**src/rtl/tgarle_pkg.sv**
```systemverilog
// Package for the TGA truecolor RLE decoder: result codes, header layout
// and the registered result record. No dependencies.
`timescale 1ns / 1ps

package tgarle_pkg;

   // result kinds
   localparam logic [1:0] KIND_PIXEL = 2'd0;
   localparam logic [1:0] KIND_INFO  = 2'd1;
   localparam logic [1:0] KIND_ERROR = 2'd2;

   // accepted image types
   localparam logic [7:0] IMG_RAW = 8'd2;
   localparam logic [7:0] IMG_RLE = 8'd10;

   // header byte offsets
   localparam logic [4:0] HDR_ID_LEN   = 5'd0;
   localparam logic [4:0] HDR_MAP_TYPE = 5'd1;
   localparam logic [4:0] HDR_IMG_TYPE = 5'd2;
   localparam logic [4:0] HDR_MAP_LEN0 = 5'd5;
   localparam logic [4:0] HDR_MAP_LEN1 = 5'd6;
   localparam logic [4:0] HDR_WIDTH0   = 5'd12;
   localparam logic [4:0] HDR_WIDTH1   = 5'd13;
   localparam logic [4:0] HDR_HEIGHT0  = 5'd14;
   localparam logic [4:0] HDR_HEIGHT1  = 5'd15;
   localparam logic [4:0] HDR_DEPTH    = 5'd16;
   localparam logic [4:0] HDR_LAST     = 5'd17;

   localparam logic [6:0] RLE_COUNT_MASK = 7'h7f;
   localparam logic [2:0] MAX_CHANNELS   = 3'd4;
   localparam logic [2:0] SWAP_CHANNELS  = 3'd3;

   typedef struct packed {
      logic [1:0]  kind;
      logic [7:0]  byte0;
      logic [7:0]  byte1;
      logic [7:0]  byte2;
      logic [7:0]  byte3;
      logic [7:0]  repeat_res;
      logic [15:0] width;
      logic [15:0] height;
      logic [2:0]  channels;
      logic        last;
   } rsp_payload_type;

endpackage

```
**src/rtl/tgarle_req_if.sv**
```systemverilog
// Byte input channel of the TGA decoder: valid/ready plus one file byte.
// No dependencies.
`timescale 1ns / 1ps

interface tgarle_req_if;
   logic       valid;
   logic       ready;
   logic [7:0] data_byte;
   logic       first_byte;

   modport source (output valid, output data_byte, output first_byte, input ready);
   modport sink   (input valid, input data_byte, input first_byte, output ready);
endinterface

```
**src/rtl/tgarle_rsp_if.sv**
```systemverilog
// Result channel of the TGA decoder: valid/ready plus one result record.
// No dependencies.
`timescale 1ns / 1ps

interface tgarle_rsp_if;
   logic        valid;
   logic        ready;
   logic [1:0]  kind;
   logic [7:0]  byte0;
   logic [7:0]  byte1;
   logic [7:0]  byte2;
   logic [7:0]  byte3;
   logic [7:0]  repeat_res;
   logic [15:0] width;
   logic [15:0] height;
   logic [2:0]  channels;
   logic        last;

   modport source (output valid, output kind, output byte0, output byte1, output byte2,
                   output byte3, output repeat_res, output width, output height,
                   output channels, output last, input ready);
   modport sink   (input valid, input kind, input byte0, input byte1, input byte2,
                   input byte3, input repeat_res, input width, input height,
                   input channels, input last, output ready);
endinterface

```
**src/rtl/tga_truecolor_rle_decoder_top.sv**
```systemverilog
// Top level of the TGA truecolor RLE decoder.
// Depends on tgarle_pkg, tgarle_req_if and tgarle_rsp_if.
`timescale 1ns / 1ps

// Takes one byte of a TGA file per clock while the skid entry is empty, and
// returns at most one result per byte: an info or error record when the
// 18-byte header ends, then one pixel run per raw pixel, per pixel of an RLE
// raw packet or per RLE run packet, clipped at width * height. A byte with
// first_byte set restarts the parser at header byte zero. The decoder accepts
// a byte every cycle while the skid entry is empty; the result that a byte
// completes is registered in the result register, which is backed by one skid
// entry, so a stalled consumer stops input only once both are full. Nothing needs clearing after reset.
module tga_truecolor_rle_decoder_top
   import tgarle_pkg::*;
(
   input  logic          clock,
   input  logic          reset,
   tgarle_req_if.sink    req_if,
   tgarle_rsp_if.source  rsp_if
);

   typedef enum logic [1:0] {PH_HEADER, PH_SKIP, PH_DATA, PH_IDLE} phase_type;

   phase_type   phase_ff, phase_in, cur_phase;
   logic [4:0]  hdr_idx_ff, hdr_idx_in, cur_hdr_idx;
   logic [7:0]  id_len_ff, id_len_in, cur_id_len;
   logic [7:0]  map_type_ff, map_type_in, cur_map_type;
   logic [7:0]  img_kind_ff, img_kind_in, cur_img_kind;
   logic [15:0] map_len_ff, map_len_in, cur_map_len;
   logic [15:0] img_w_ff, img_w_in, cur_img_w;
   logic [15:0] img_h_ff, img_h_in, cur_img_h;
   logic [2:0]  pix_bytes_ff, pix_bytes_in, cur_pix_bytes;
   logic [23:0] skip_ff, skip_in, cur_skip;
   logic [31:0] pix_left_ff, pix_left_in, cur_pix_left;
   logic [7:0]  pkt_left_ff, pkt_left_in, cur_pkt_left;
   logic        pkt_run_ff, pkt_run_in, cur_pkt_run;
   logic [31:0] pix_buf_ff, pix_buf_in, cur_pix_buf;
   logic [1:0]  bip_ff, bip_in, cur_bip;

   logic        accept;
   logic        first;
   logic [7:0]  din;
   logic        res_valid;
   rsp_payload_type res;

   logic [23:0] skip_prod;
   logic [31:0] area_prod;
   logic        skip_nz;
   logic        area_zero;
   logic        fmt_ok;
   logic [4:0]  depth_bytes;
   logic [31:0] buf_new;
   logic [2:0]  bip_inc;
   logic [7:0]  rep_raw;
   logic [7:0]  rep_clip;
   logic        rep_last;
   logic [31:0] pix_out;

   logic            out_valid_ff;
   logic            skid_valid_ff;
   rsp_payload_type out_ff;
   rsp_payload_type skid_ff;
   logic            out_free;

   assign accept = req_if.valid && req_if.ready;
   assign first  = req_if.first_byte;
   assign din    = req_if.data_byte;

   // restart view of the state: first_byte behaves as a reset of the parser
   assign cur_phase     = first ? PH_HEADER : phase_ff;
   assign cur_hdr_idx   = first ? 5'd0  : hdr_idx_ff;
   assign cur_id_len    = first ? 8'd0  : id_len_ff;
   assign cur_map_type  = first ? 8'd0  : map_type_ff;
   assign cur_img_kind  = first ? 8'd0  : img_kind_ff;
   assign cur_map_len   = first ? 16'd0 : map_len_ff;
   assign cur_img_w     = first ? 16'd0 : img_w_ff;
   assign cur_img_h     = first ? 16'd0 : img_h_ff;
   assign cur_pix_bytes = first ? 3'd0  : pix_bytes_ff;
   assign cur_skip      = first ? 24'd0 : skip_ff;
   assign cur_pix_left  = first ? 32'd0 : pix_left_ff;
   assign cur_pkt_left  = first ? 8'd0  : pkt_left_ff;
   assign cur_pkt_run   = first ? 1'b0  : pkt_run_ff;
   assign cur_pix_buf   = first ? 32'd0 : pix_buf_ff;
   assign cur_bip       = first ? 2'd0  : bip_ff;

   // products only matter on the last header byte, where first is never set
   assign skip_prod = {16'd0, id_len_ff} + map_type_ff * map_len_ff;
   assign area_prod = img_w_ff * img_h_ff;
   assign skip_nz   = (id_len_ff != 8'd0) || ((map_type_ff != 8'd0) && (map_len_ff != 16'd0));
   assign area_zero = (img_w_ff == 16'd0) || (img_h_ff == 16'd0);
   assign fmt_ok    = (img_kind_ff inside {IMG_RAW, IMG_RLE}) &&
                      (pix_bytes_ff != 3'd0) && (pix_bytes_ff <= MAX_CHANNELS);
   assign depth_bytes = din[7:3];

   assign buf_new = cur_pix_buf | ({24'd0, din} << {cur_bip, 3'b000});
   assign bip_inc = {1'b0, cur_bip} + 3'd1;
   assign rep_raw = ((cur_img_kind == IMG_RLE) && cur_pkt_run) ? cur_pkt_left : 8'd1;
   assign rep_last = ({24'd0, rep_raw} >= cur_pix_left);
   assign rep_clip = ({24'd0, rep_raw} > cur_pix_left) ? cur_pix_left[7:0] : rep_raw;
   assign pix_out  = (cur_pix_bytes == SWAP_CHANNELS) ?
                     {buf_new[31:24], buf_new[7:0], buf_new[15:8], buf_new[23:16]} :
                     buf_new;

   always_comb begin
      phase_in     = cur_phase;
      hdr_idx_in   = cur_hdr_idx;
      id_len_in    = cur_id_len;
      map_type_in  = cur_map_type;
      img_kind_in  = cur_img_kind;
      map_len_in   = cur_map_len;
      img_w_in     = cur_img_w;
      img_h_in     = cur_img_h;
      pix_bytes_in = cur_pix_bytes;
      skip_in      = cur_skip;
      pix_left_in  = cur_pix_left;
      pkt_left_in  = cur_pkt_left;
      pkt_run_in   = cur_pkt_run;
      pix_buf_in   = cur_pix_buf;
      bip_in       = cur_bip;
      res_valid    = 1'b0;
      res          = '0;

      case (cur_phase)
         PH_HEADER: begin
            case (cur_hdr_idx)
               HDR_ID_LEN:   id_len_in   = din;
               HDR_MAP_TYPE: map_type_in = din;
               HDR_IMG_TYPE: img_kind_in = din;
               HDR_MAP_LEN0: map_len_in  = {cur_map_len[15:8], din};
               HDR_MAP_LEN1: map_len_in  = {din, cur_map_len[7:0]};
               HDR_WIDTH0:   img_w_in    = {cur_img_w[15:8], din};
               HDR_WIDTH1:   img_w_in    = {din, cur_img_w[7:0]};
               HDR_HEIGHT0:  img_h_in    = {cur_img_h[15:8], din};
               HDR_HEIGHT1:  img_h_in    = {din, cur_img_h[7:0]};
               HDR_DEPTH:    pix_bytes_in = (depth_bytes > 5'd7) ? 3'd7 : depth_bytes[2:0];
               default: ;
            endcase
            if (cur_hdr_idx >= HDR_LAST) begin
               hdr_idx_in   = 5'd0;
               res_valid    = 1'b1;
               res.width    = img_w_ff;
               res.height   = img_h_ff;
               res.channels = pix_bytes_ff;
               if (!fmt_ok) begin
                  res.kind = KIND_ERROR;
                  phase_in = PH_IDLE;
               end else begin
                  res.kind    = KIND_INFO;
                  res.last    = area_zero;
                  skip_in     = skip_prod;
                  pix_left_in = area_prod;
                  pkt_left_in = 8'd0;
                  pkt_run_in  = 1'b0;
                  pix_buf_in  = 32'd0;
                  bip_in      = 2'd0;
                  if (area_zero)    phase_in = PH_IDLE;
                  else if (skip_nz) phase_in = PH_SKIP;
                  else              phase_in = PH_DATA;
               end
            end else begin
               hdr_idx_in = cur_hdr_idx + 5'd1;
            end
         end
         PH_SKIP: begin
            if (cur_skip != 24'd0) skip_in = cur_skip - 24'd1;
            if (cur_skip <= 24'd1) phase_in = PH_DATA;
         end
         PH_DATA: begin
            if ((cur_img_kind == IMG_RLE) && (cur_pkt_left == 8'd0)) begin
               pkt_left_in = {1'b0, din[6:0] & RLE_COUNT_MASK} + 8'd1;
               pkt_run_in  = din[7];
            end else if (bip_inc < cur_pix_bytes) begin
               pix_buf_in = buf_new;
               bip_in     = bip_inc[1:0];
            end else begin
               bip_in     = 2'd0;
               pix_buf_in = 32'd0;
               if (cur_img_kind == IMG_RLE) begin
                  pkt_left_in = cur_pkt_run ? 8'd0 : cur_pkt_left - 8'd1;
               end
               pix_left_in    = cur_pix_left - {24'd0, rep_clip};
               res_valid      = 1'b1;
               res.kind       = KIND_PIXEL;
               res.byte0      = pix_out[7:0];
               res.byte1      = pix_out[15:8];
               res.byte2      = pix_out[23:16];
               res.byte3      = pix_out[31:24];
               res.repeat_res = rep_clip;
               res.last       = rep_last;
               if (rep_last) phase_in = PH_IDLE;
            end
         end
         default: ;
      endcase
   end

   // result register plus one skid entry; input stalls only when the skid is full
   assign out_free     = !out_valid_ff || rsp_if.ready;
   assign req_if.ready = !skid_valid_ff;

   always_ff @(posedge clock) begin
      if (reset) begin
         phase_ff      <= PH_HEADER;
         hdr_idx_ff    <= 5'd0;
         id_len_ff     <= 8'd0;
         map_type_ff   <= 8'd0;
         img_kind_ff   <= 8'd0;
         map_len_ff    <= 16'd0;
         img_w_ff      <= 16'd0;
         img_h_ff      <= 16'd0;
         pix_bytes_ff  <= 3'd0;
         skip_ff       <= 24'd0;
         pix_left_ff   <= 32'd0;
         pkt_left_ff   <= 8'd0;
         pkt_run_ff    <= 1'b0;
         pix_buf_ff    <= 32'd0;
         bip_ff        <= 2'd0;
         out_valid_ff  <= 1'b0;
         skid_valid_ff <= 1'b0;
      end else begin
         if (accept) begin
            phase_ff     <= phase_in;
            hdr_idx_ff   <= hdr_idx_in;
            id_len_ff    <= id_len_in;
            map_type_ff  <= map_type_in;
            img_kind_ff  <= img_kind_in;
            map_len_ff   <= map_len_in;
            img_w_ff     <= img_w_in;
            img_h_ff     <= img_h_in;
            pix_bytes_ff <= pix_bytes_in;
            skip_ff      <= skip_in;
            pix_left_ff  <= pix_left_in;
            pkt_left_ff  <= pkt_left_in;
            pkt_run_ff   <= pkt_run_in;
            pix_buf_ff   <= pix_buf_in;
            bip_ff       <= bip_in;
         end
         if (out_free) begin
            if (skid_valid_ff) begin
               out_ff        <= skid_ff;
               out_valid_ff  <= 1'b1;
               skid_valid_ff <= 1'b0;
            end else begin
               out_valid_ff <= accept && res_valid;
               if (accept && res_valid) out_ff <= res;
            end
         end else if (accept && res_valid) begin
            skid_ff       <= res;
            skid_valid_ff <= 1'b1;
         end
      end
   end

   assign rsp_if.valid      = out_valid_ff;
   assign rsp_if.kind       = out_ff.kind;
   assign rsp_if.byte0      = out_ff.byte0;
   assign rsp_if.byte1      = out_ff.byte1;
   assign rsp_if.byte2      = out_ff.byte2;
   assign rsp_if.byte3      = out_ff.byte3;
   assign rsp_if.repeat_res = out_ff.repeat_res;
   assign rsp_if.width      = out_ff.width;
   assign rsp_if.height     = out_ff.height;
   assign rsp_if.channels   = out_ff.channels;
   assign rsp_if.last       = out_ff.last;

`ifndef SYNTHESIS
   a_skid_behind_out: assert property (@(posedge clock) disable iff (reset)
      skid_valid_ff |-> out_valid_ff)
      else $error("skid entry held while result register empty");

   a_last_goes_idle: assert property (@(posedge clock) disable iff (reset)
      (accept && res_valid && res.last) |=> (phase_ff == PH_IDLE))
      else $error("parser not idle after final result");

   a_run_length: assert property (@(posedge clock) disable iff (reset)
      (accept && res_valid && (res.kind == KIND_PIXEL)) |->
      ((res.repeat_res != 8'd0) && (res.repeat_res <= 8'd128)))
      else $error("pixel run length out of range");

   a_byte_slot: assert property (@(posedge clock) disable iff (reset)
      (phase_ff == PH_DATA) |-> ({1'b0, bip_ff} < pix_bytes_ff))
      else $error("byte slot beyond pixel size");

   a_info_leaves_header: assert property (@(posedge clock) disable iff (reset)
      (accept && res_valid && (res.kind == KIND_INFO) && !res.last) |=>
      ((phase_ff == PH_SKIP) || (phase_ff == PH_DATA)))
      else $error("header accepted but no skip or data phase");
`endif

endmodule
```
**src/flat_wrapper.sv**
```systemverilog
// flat-port wrapper written by rule: the top's interface ports become plain ports
module tga_truecolor_rle_decoder_top_flat import tgarle_pkg::*;
  (clock, reset, req_if_valid, req_if_data_byte, req_if_first_byte, req_if_ready, rsp_if_valid, rsp_if_kind, rsp_if_byte0, rsp_if_byte1, rsp_if_byte2, rsp_if_byte3, rsp_if_repeat_res, rsp_if_width, rsp_if_height, rsp_if_channels, rsp_if_last, rsp_if_ready);
  tgarle_req_if req_if_i ();
  tgarle_rsp_if rsp_if_i ();
  input  logic clock;
  input  logic reset;
  input wire logic [$bits(req_if_i.valid)-1:0] req_if_valid;
  input wire logic [$bits(req_if_i.data_byte)-1:0] req_if_data_byte;
  input wire logic [$bits(req_if_i.first_byte)-1:0] req_if_first_byte;
  output wire logic [$bits(req_if_i.ready)-1:0] req_if_ready;
  output wire logic [$bits(rsp_if_i.valid)-1:0] rsp_if_valid;
  output wire logic [$bits(rsp_if_i.kind)-1:0] rsp_if_kind;
  output wire logic [$bits(rsp_if_i.byte0)-1:0] rsp_if_byte0;
  output wire logic [$bits(rsp_if_i.byte1)-1:0] rsp_if_byte1;
  output wire logic [$bits(rsp_if_i.byte2)-1:0] rsp_if_byte2;
  output wire logic [$bits(rsp_if_i.byte3)-1:0] rsp_if_byte3;
  output wire logic [$bits(rsp_if_i.repeat_res)-1:0] rsp_if_repeat_res;
  output wire logic [$bits(rsp_if_i.width)-1:0] rsp_if_width;
  output wire logic [$bits(rsp_if_i.height)-1:0] rsp_if_height;
  output wire logic [$bits(rsp_if_i.channels)-1:0] rsp_if_channels;
  output wire logic [$bits(rsp_if_i.last)-1:0] rsp_if_last;
  input wire logic [$bits(rsp_if_i.ready)-1:0] rsp_if_ready;
  assign req_if_i.valid = req_if_valid;
  assign req_if_i.data_byte = req_if_data_byte;
  assign req_if_i.first_byte = req_if_first_byte;
  assign req_if_ready = req_if_i.ready;
  assign rsp_if_valid = rsp_if_i.valid;
  assign rsp_if_kind = rsp_if_i.kind;
  assign rsp_if_byte0 = rsp_if_i.byte0;
  assign rsp_if_byte1 = rsp_if_i.byte1;
  assign rsp_if_byte2 = rsp_if_i.byte2;
  assign rsp_if_byte3 = rsp_if_i.byte3;
  assign rsp_if_repeat_res = rsp_if_i.repeat_res;
  assign rsp_if_width = rsp_if_i.width;
  assign rsp_if_height = rsp_if_i.height;
  assign rsp_if_channels = rsp_if_i.channels;
  assign rsp_if_last = rsp_if_i.last;
  assign rsp_if_i.ready = rsp_if_ready;
  tga_truecolor_rle_decoder_top u_core (.clock(clock), .reset(reset), .req_if(req_if_i), .rsp_if(rsp_if_i));
endmodule
```
**config.mk**
```make
export PLATFORM = sky130hd
export DESIGN_NAME = tga_truecolor_rle_decoder_top_flat
export DESIGN_NICKNAME = d
export VERILOG_FILES = /design/src/rtl/tgarle_pkg.sv /design/src/rtl/tgarle_req_if.sv /design/src/rtl/tgarle_rsp_if.sv /design/src/rtl/tga_truecolor_rle_decoder_top.sv /design/src/flat_wrapper.sv
export SDC_FILE = /design/constraint.sdc
export NUM_CORES = 2
export LEC_CHECK = 0
export BUFFER_PORTS_ARGS = -buffer_cell sky130_fd_sc_hd__buf_2
export CAP_MARGIN = 20
export CORE_ASPECT_RATIO = 0.5
export CORE_UTILIZATION = 30
export CTS_CLUSTER_DIAMETER = 120
export CTS_CLUSTER_SIZE = 24
export DETAILED_ROUTE_END_ITERATION = 12
export GPL_ROUTABILITY_DRIVEN = 0
export GPL_TIMING_DRIVEN = 0
export PLACE_DENSITY = 0.49
export SYNTH_ARGS = -nofsm -noshare
export SYNTH_HDL_FRONTEND = slang
export SYNTH_SLANG_ARGS = --single-unit
```
**constraint.sdc**
```tcl
create_clock -name clock -period 10.72 [get_ports clock]
set_input_delay 1.608 -clock clock [delete_from_list [all_inputs] [get_ports clock]]
set_output_delay 1.608 -clock clock [all_outputs]
set_load 0.02 [all_outputs]
```
=== After elaboration in Yosys (flattened, before gate mapping) ===
Index checks and enable logic that the tools add are counted.

* Bits in registers: 339
* Output and inout port bits: 80
* Logic and storage cells: 192
* Input port bits: 13

* Equal/unequal tests: 15
* $lt $le $gt $ge: 7
* Add/sub/neg operators: 7
* Multiply operators: 2
* Bitwise gates (word level): 3
* Shifts and indexed selects: 1
* Reduce and logical (&&, ||, !) cells: 27
* Muxes and demuxes: 93

{| class="wikitable"
|+ Operator list
! operator !! count
|-
| 32-bit two-way mux || 10
|-
| 78-bit two-way mux || 2
|-
| 8-bit two-way mux || 18
|-
| 32-bit case mux with 2 select lines || 2
|-
| 24-bit two-way mux || 5
|-
| 16-bit two-way mux || 6
|-
| 16-bit case mux with 2 select lines || 3
|-
| 40-bit two-way mux || 2
|-
| 24-bit case mux with 2 select lines || 1
|-
| 42-bit two-way mux || 1
|-
| 36-bit two-way mux || 1
|-
| 35-bit two-way mux || 1
|-
| 8-bit by 32-bit >= comparator with 1-bit output || 1
|-
| 8-bit by 32-bit greater-than comparator with 1-bit output || 1
|-
| 16-bit logical NOT || 2
|-
| 16-bit by 16-bit multiplier with 32-bit output || 1
|-
| 2-bit two-way mux || 16
|-
| 32-bit OR || 1
|-
| 8-bit by 5-bit << shifter with 32-bit output || 1
|-
| 32-bit by 8-bit subtractor with 32-bit output || 1
|-
| 8-bit by 24-bit adder with 24-bit output || 1
|-
| 24-bit by 1-bit less-or-equal comparator with 1-bit output (second input constant) || 1
|-
| 8-bit by 16-bit multiplier with 24-bit output || 1
|-
| 24-bit nonzero test || 1
|-
| 39 further kinds || 75
|}

=== Depth between registers and ports, before layout ===
* Depth in word-level cells: 11
* Depth in mapped cells: 28
* Mapped depth without buffers: 25

=== Worst setup path after synthesis ===
Ideal clock, no wire load.

* Kind: input-to-reg
* Start point: in req_if_first_byte
* End point: reg u_core.skid_ff[0] in the netlist's numbering (enable)
* Library setup time: 626 ps
* Data required time: 10094 ps
* Setup slack: 641 ps
* Stages on the path: 14
* Buffers on the path: 5
* Data arrival time: 9452 ps
* Cells stage by stage: buf_2 inv_1 buf_2 clkbuf_1 buf_1 nand2_1 ha_1 o21ai_1 nor3_4 buf_6 nor2_1 nand2_1 a21oi_1 nor3b_1

* Longest elaborated chain between the ends: 8
* Elaborated cells on any way between the ends: 20
* Classes of those cells: add/sub: 1; order compare: 2; eq/ne: 2; mux: 10; reduce/logical: 5

{| class="wikitable"
|+ Ends and longest elaborated chain
! element !! line !! RTL
|-
| start, declared || flat_wrapper.sv:10 || <nowiki>input wire logic [$bits(req_if_i.first_byte)-1:0] req_if_first_byte;</nowiki>
|-
| 2-bit two-way mux || tga_truecolor_rle_decoder_top.sv:84 || <nowiki>assign cur_bip = first ? 2'd0 : bip_ff;</nowiki>
|-
| 2-bit by 1-bit adder with 3-bit output || tga_truecolor_rle_decoder_top.sv:96 || <nowiki>assign bip_inc = {1'b0, cur_bip} + 3'd1;</nowiki>
|-
| 3-bit less-than comparator || tga_truecolor_rle_decoder_top.sv:172 || <nowiki>end else if (bip_inc < cur_pix_bytes) begin</nowiki>
|-
| 1-bit two-way mux || tga_truecolor_rle_decoder_top.sv:172 ||
|-
| 1-bit two-way mux || tga_truecolor_rle_decoder_top.sv:169 || <nowiki>if ((cur_img_kind == IMG_RLE) && (cur_pkt_left == 8'd0)) begin</nowiki>
|-
| 1-bit case mux with 2 select lines (*) || tga_truecolor_rle_decoder_top.sv:123 || <nowiki>case (cur_phase)</nowiki>
|-
| 1-bit logical AND (*) || tga_truecolor_rle_decoder_top.sv:247 || <nowiki>end else if (accept && res_valid) begin</nowiki>
|-
| 3-bit AND reduction (no source line) (*) || -- ||
|-
| end signal, assigned || tga_truecolor_rle_decoder_top.sv:248 || <nowiki>skid_ff <= res;</nowiki>
|-
| end, declared || tga_truecolor_rle_decoder_top.sv:62 || <nowiki>rsp_payload_type skid_ff;</nowiki>
|}

Mark *: on every way between the ends. The rest lies on a longest branch, timed or not.
A chain may end at the register's enable or synchronous reset.

=== Worst setup path in the final report ===
* Start point: in req_if_first_byte
* End point: reg u_core.pix_left_ff[26]

* Longest elaborated chain between the ends: 10
* Elaborated cells on any way between the ends: 26
* Classes of those cells: add/sub: 2; order compare: 3; eq/ne: 2; mux: 15; reduce/logical: 4

{| class="wikitable"
|+ Ends and longest elaborated chain
! element !! line !! RTL
|-
| 8-bit two-way mux || tga_truecolor_rle_decoder_top.sv:74 || <nowiki>assign cur_img_kind = first ? 8'd0 : img_kind_ff;</nowiki>
|-
| 8-bit by 4-bit == test with 1-bit output || tga_truecolor_rle_decoder_top.sv:97, tga_truecolor_rle_decoder_top.sv:169 ||
|-
| 1-bit logical AND || tga_truecolor_rle_decoder_top.sv:97 || <nowiki>assign rep_raw = ((cur_img_kind == IMG_RLE) && cur_pkt_run) ? cur_pkt_left : 8'd1;</nowiki>
|-
| 8-bit two-way mux || tga_truecolor_rle_decoder_top.sv:97 ||
|-
| 8-bit by 32-bit greater-than comparator with 1-bit output || tga_truecolor_rle_decoder_top.sv:99 || <nowiki>assign rep_clip = ({24'd0, rep_raw} > cur_pix_left) ? cur_pix_left[7:0] : rep_raw;</nowiki>
|-
| 8-bit two-way mux || tga_truecolor_rle_decoder_top.sv:99 ||
|-
| 32-bit by 8-bit subtractor with 32-bit output || tga_truecolor_rle_decoder_top.sv:181 || <nowiki>pix_left_in = cur_pix_left - {24'd0, rep_clip};</nowiki>
|-
| 32-bit two-way mux || tga_truecolor_rle_decoder_top.sv:172 ||
|-
| 32-bit two-way mux || tga_truecolor_rle_decoder_top.sv:169 ||
|-
| 32-bit case mux with 2 select lines (*) || tga_truecolor_rle_decoder_top.sv:123 ||
|-
| end signal, assigned || tga_truecolor_rle_decoder_top.sv:232 || <nowiki>pix_left_ff <= pix_left_in;</nowiki>
|-
| end, declared || tga_truecolor_rle_decoder_top.sv:34 || <nowiki>logic [31:0] pix_left_ff, pix_left_in, cur_pix_left;</nowiki>
|}

Marks and branches as above.

==> results.toml <==
[logic_synthesis]
syn_area_mm2 = 0.0298
syn_nets = 3842
synth-main-ff-cell = "dfxtp_1"
syn_avg_cell_area_um2 = 8.89
synth_mux_area_share_pct = 2.91
synth_top_family_by_area = "adder cells"
synth_compound_area_share_pct = 14.0
ys_warn_count = 0
syn_inst = 3357
ys_seq_elements = 339
synthAdderAreaFrac_pct = 27.0
synth_edf_count = 156
async_flop_share_pct = 0
synth-xor-area-share_pct = 1.67
synth-seq-area-share_pct = 28.0
yosys.area_share.simple_pct = 18.5
ys_types = 84

[route]
via_per_inst = 5.24
wl_um = 105000
drc_errors = 0
postRouteAntennaNets = 0
drt_iter0_drc = 2647
drtPass1Iterations = 6
wl_per_cell_um = 21.8
vias = 25281

[clock_tree]
cts.clk_slew.worst_paths_ns = 0.13
cts_setup_buffers = 0
ctsHoldBuffers = 0
clock_latency_ns = 0.62
cts_tree = "yes"
cts_made_buffers = 18
htreeDepth = 1
cts_resized = 0
clkSinkCount = 339
clock-root-buffer = "clkbuf_16"
clk_path_buf_depth = 3

[grt]
grt_max_degree = 35
grt_util_all_layers_pct = 20.8
antenna_found_initial = 3
grt_overflow = 0
grt_pass1_vias = 25118
grt_pass1_wl_um = 160000

[floorplan]
die_area_mm2 = 0.101
start_util_pct = 30.4
die_w_um = 448
die_h_um = 225
rows = 81
core-area_mm2 = 0.0981
pin_count = 93

[outcome]
status = "finished clean"

[layout]
final_common_cell = "inv_1"
syn_to_final_growth_pct = 9.72
final_util_pct = 33.4
instances_no_fill = 4822
drive_above_1_share_pct = 6.90
final_cell_mix = "389 x inv_1, 359 x nand2_1, 296 x nor2_1, 287 x fa_1, 202 x clkbuf_1"
fin_nets = 3964

[placement]
pre_cts_ws_ns = 1.61
io_buffers = 87
dp_cells = 4785
place_hpwl_um = 79400

[worst_setup_path]
required_ns = 11.21
r2r_cells = 24
worst_path_max_delay_cell = "buf_1"
worstPathArrival_ns = 9.20
crit_path_max_fanout = 10
start_kind = "primary input"
path_class = "in -> reg"
critPathCaptureType = "flip-flop"
slowest_delay_ns = 0.67
cp_common_cell = "buf_2"

[sta]
slew_viol_final = 0
finClkSkew_ns = 0.0784
fin_crit_sh_pct = 81.3
setup_viol = 0
clock.fmax_mhz = 115
finalSetupTns_ns = 0
rsz0062_at_grt = "false"
finalHoldViolCount = 0
min_period_ns = 8.71
tightest_slew_ns = 1.17
layout_setup_ws_ns = 2.01
relSlewSlack_pct = 22.0

[worst_hold_path]
min_path_type = "reg -> reg"
whs_path_depth = 2

[power]
p_clk_share_pct = 32.3
power.share.switching_pct = 30.3
power.internal_mw = 1.80
power_density_mw_per_mm2 = 78.7
comb_power_share_pct = 14.5
peakVddDrop_mv = 0.0852
switching_power_uw = 782
power_frac_seq_pct = 53.2
power_mw = 2.58
leakagePower_nw = 13.3

[job]
max-cap-violations = 0
[Yosys cell counts, types with 19 or more instances]
master,number,area [µm²]
inv_1,389,1460
nand2_1,359,1350
nor2_1,296,1110
fa_1,287,5750
a21oi_1,192,961
and2_1,190,1190
clkbuf_1,190,713
ha_1,185,2310
dfxtp_1,183,3660
edfxtp_1,156,4680
o21ai_0,101,505
nor3_1,81,405
mux2_2,69,777
a22oi_1,60,450
and3_1,45,282
a32oi_1,43,377
nor4_1,39,244
a21o_1,38,285
nor2b_1,36,225
xor2_1,31,272
a211oi_1,30,225
o21ai_1,28,140
nand3_1,27,135
xnor2_1,26,228
a31oi_1,25,156
buf_2,19,95.1
[worst paths after layout]
kind | slack [ns] | startpoint | end
min reg2reg | 0.49 | u_core.pix_left_ff[3]$_SDFFE_PP0P_ | u_core.pix_left_ff[3]$_SDFFE_PP0P_
max | 2.01 | req_if_first_byte | u_core.pix_left_ff[26]$_SDFFE_PP0P_
min | 0.49 | u_core.pix_left_ff[3]$_SDFFE_PP0P_ | u_core.pix_left_ff[3]$_SDFFE_PP0P_
max reg2reg | 3.02 | u_core.img_w_ff[5]$_SDFFE_PP0P_ | u_core.pix_left_ff[31]$_SDFFE_PP0P_
[area by class of cell]
cell class	count	area (µm²)
fillers	10334	65400
multi-input cells	2401	19100
flip-flops and latches	339	8350
well taps	1328	1660
inverters	391	1470
plain buffers	226	895
repair buffers	102	664
clock buffers	30	495
clock inverters	2	60.1
diodes	3	7.51
[power by group through the flow]
stage	clock network (mW)	logic [mW]	registers [mW]
floorplan	0	0.228	1.40
global placement	0	0.353	1.40
detailed placement	0	0.359	1.40
CTS	0.849	0.361	1.37
global route	0.891	0.398	1.37
finish	0.833	0.374	1.37
[cell families (layout without fill, tap and decap cells)]
kind of cell,Yosys count,after routing
compound gates,645,645
xor+xnor,57,57
fa+ha+maj,472,472
buf+inv,617,751
flops,339,339
mux,78,78
other cells,0,3
simple gates,1149,1149
[flip-flops by register name (all words and copies together), names as in the netlist, 16 cells and up]
signal	flops
u_core.img_w_ff	16
u_core.map_len_ff	16
u_core.pix_buf_ff	32
u_core.img_h_ff	16
u_core.rsp_if.width	16
u_core.pix_left_ff	32
u_core.rsp_if.height	16
u_core.skip_ff	24
u_core.skid_ff	78
[per-layer routing]
| metal | wire length, µm | vias to the layer above | track usage, % |
|---|---|---|---|
| met2 | 46300 | 962 | 32.3 |
| met4 | 2990 | 0 | 5.82 |
| met5 | 0 | - | 0 |
| li1 | - | 11541 | - |
| met3 | 8170 | 136 | 3.62 |
| met1 | 47600 | 12642 | 29.6 |
[through the flow]
step                      area [µm²]  hold slack [ns]
after detailed placement       32100            0.465
after floorplan                29800            0.445
after global routing           32700            0.495
final                          32700            0.488
after CTS                      32700            0.486
after global placement         31900            0.457
[critical path: cells and delay by family]
kind	cells	cell delay, ns
muxes	1	0.27
adders and majority gates	3	0.91
AOI/OAI and AO/OA	11	2.46
buffers and inverters	10	3.17
and+or+nand+nor	4	0.78
Power figures use the tool's default switching activity.
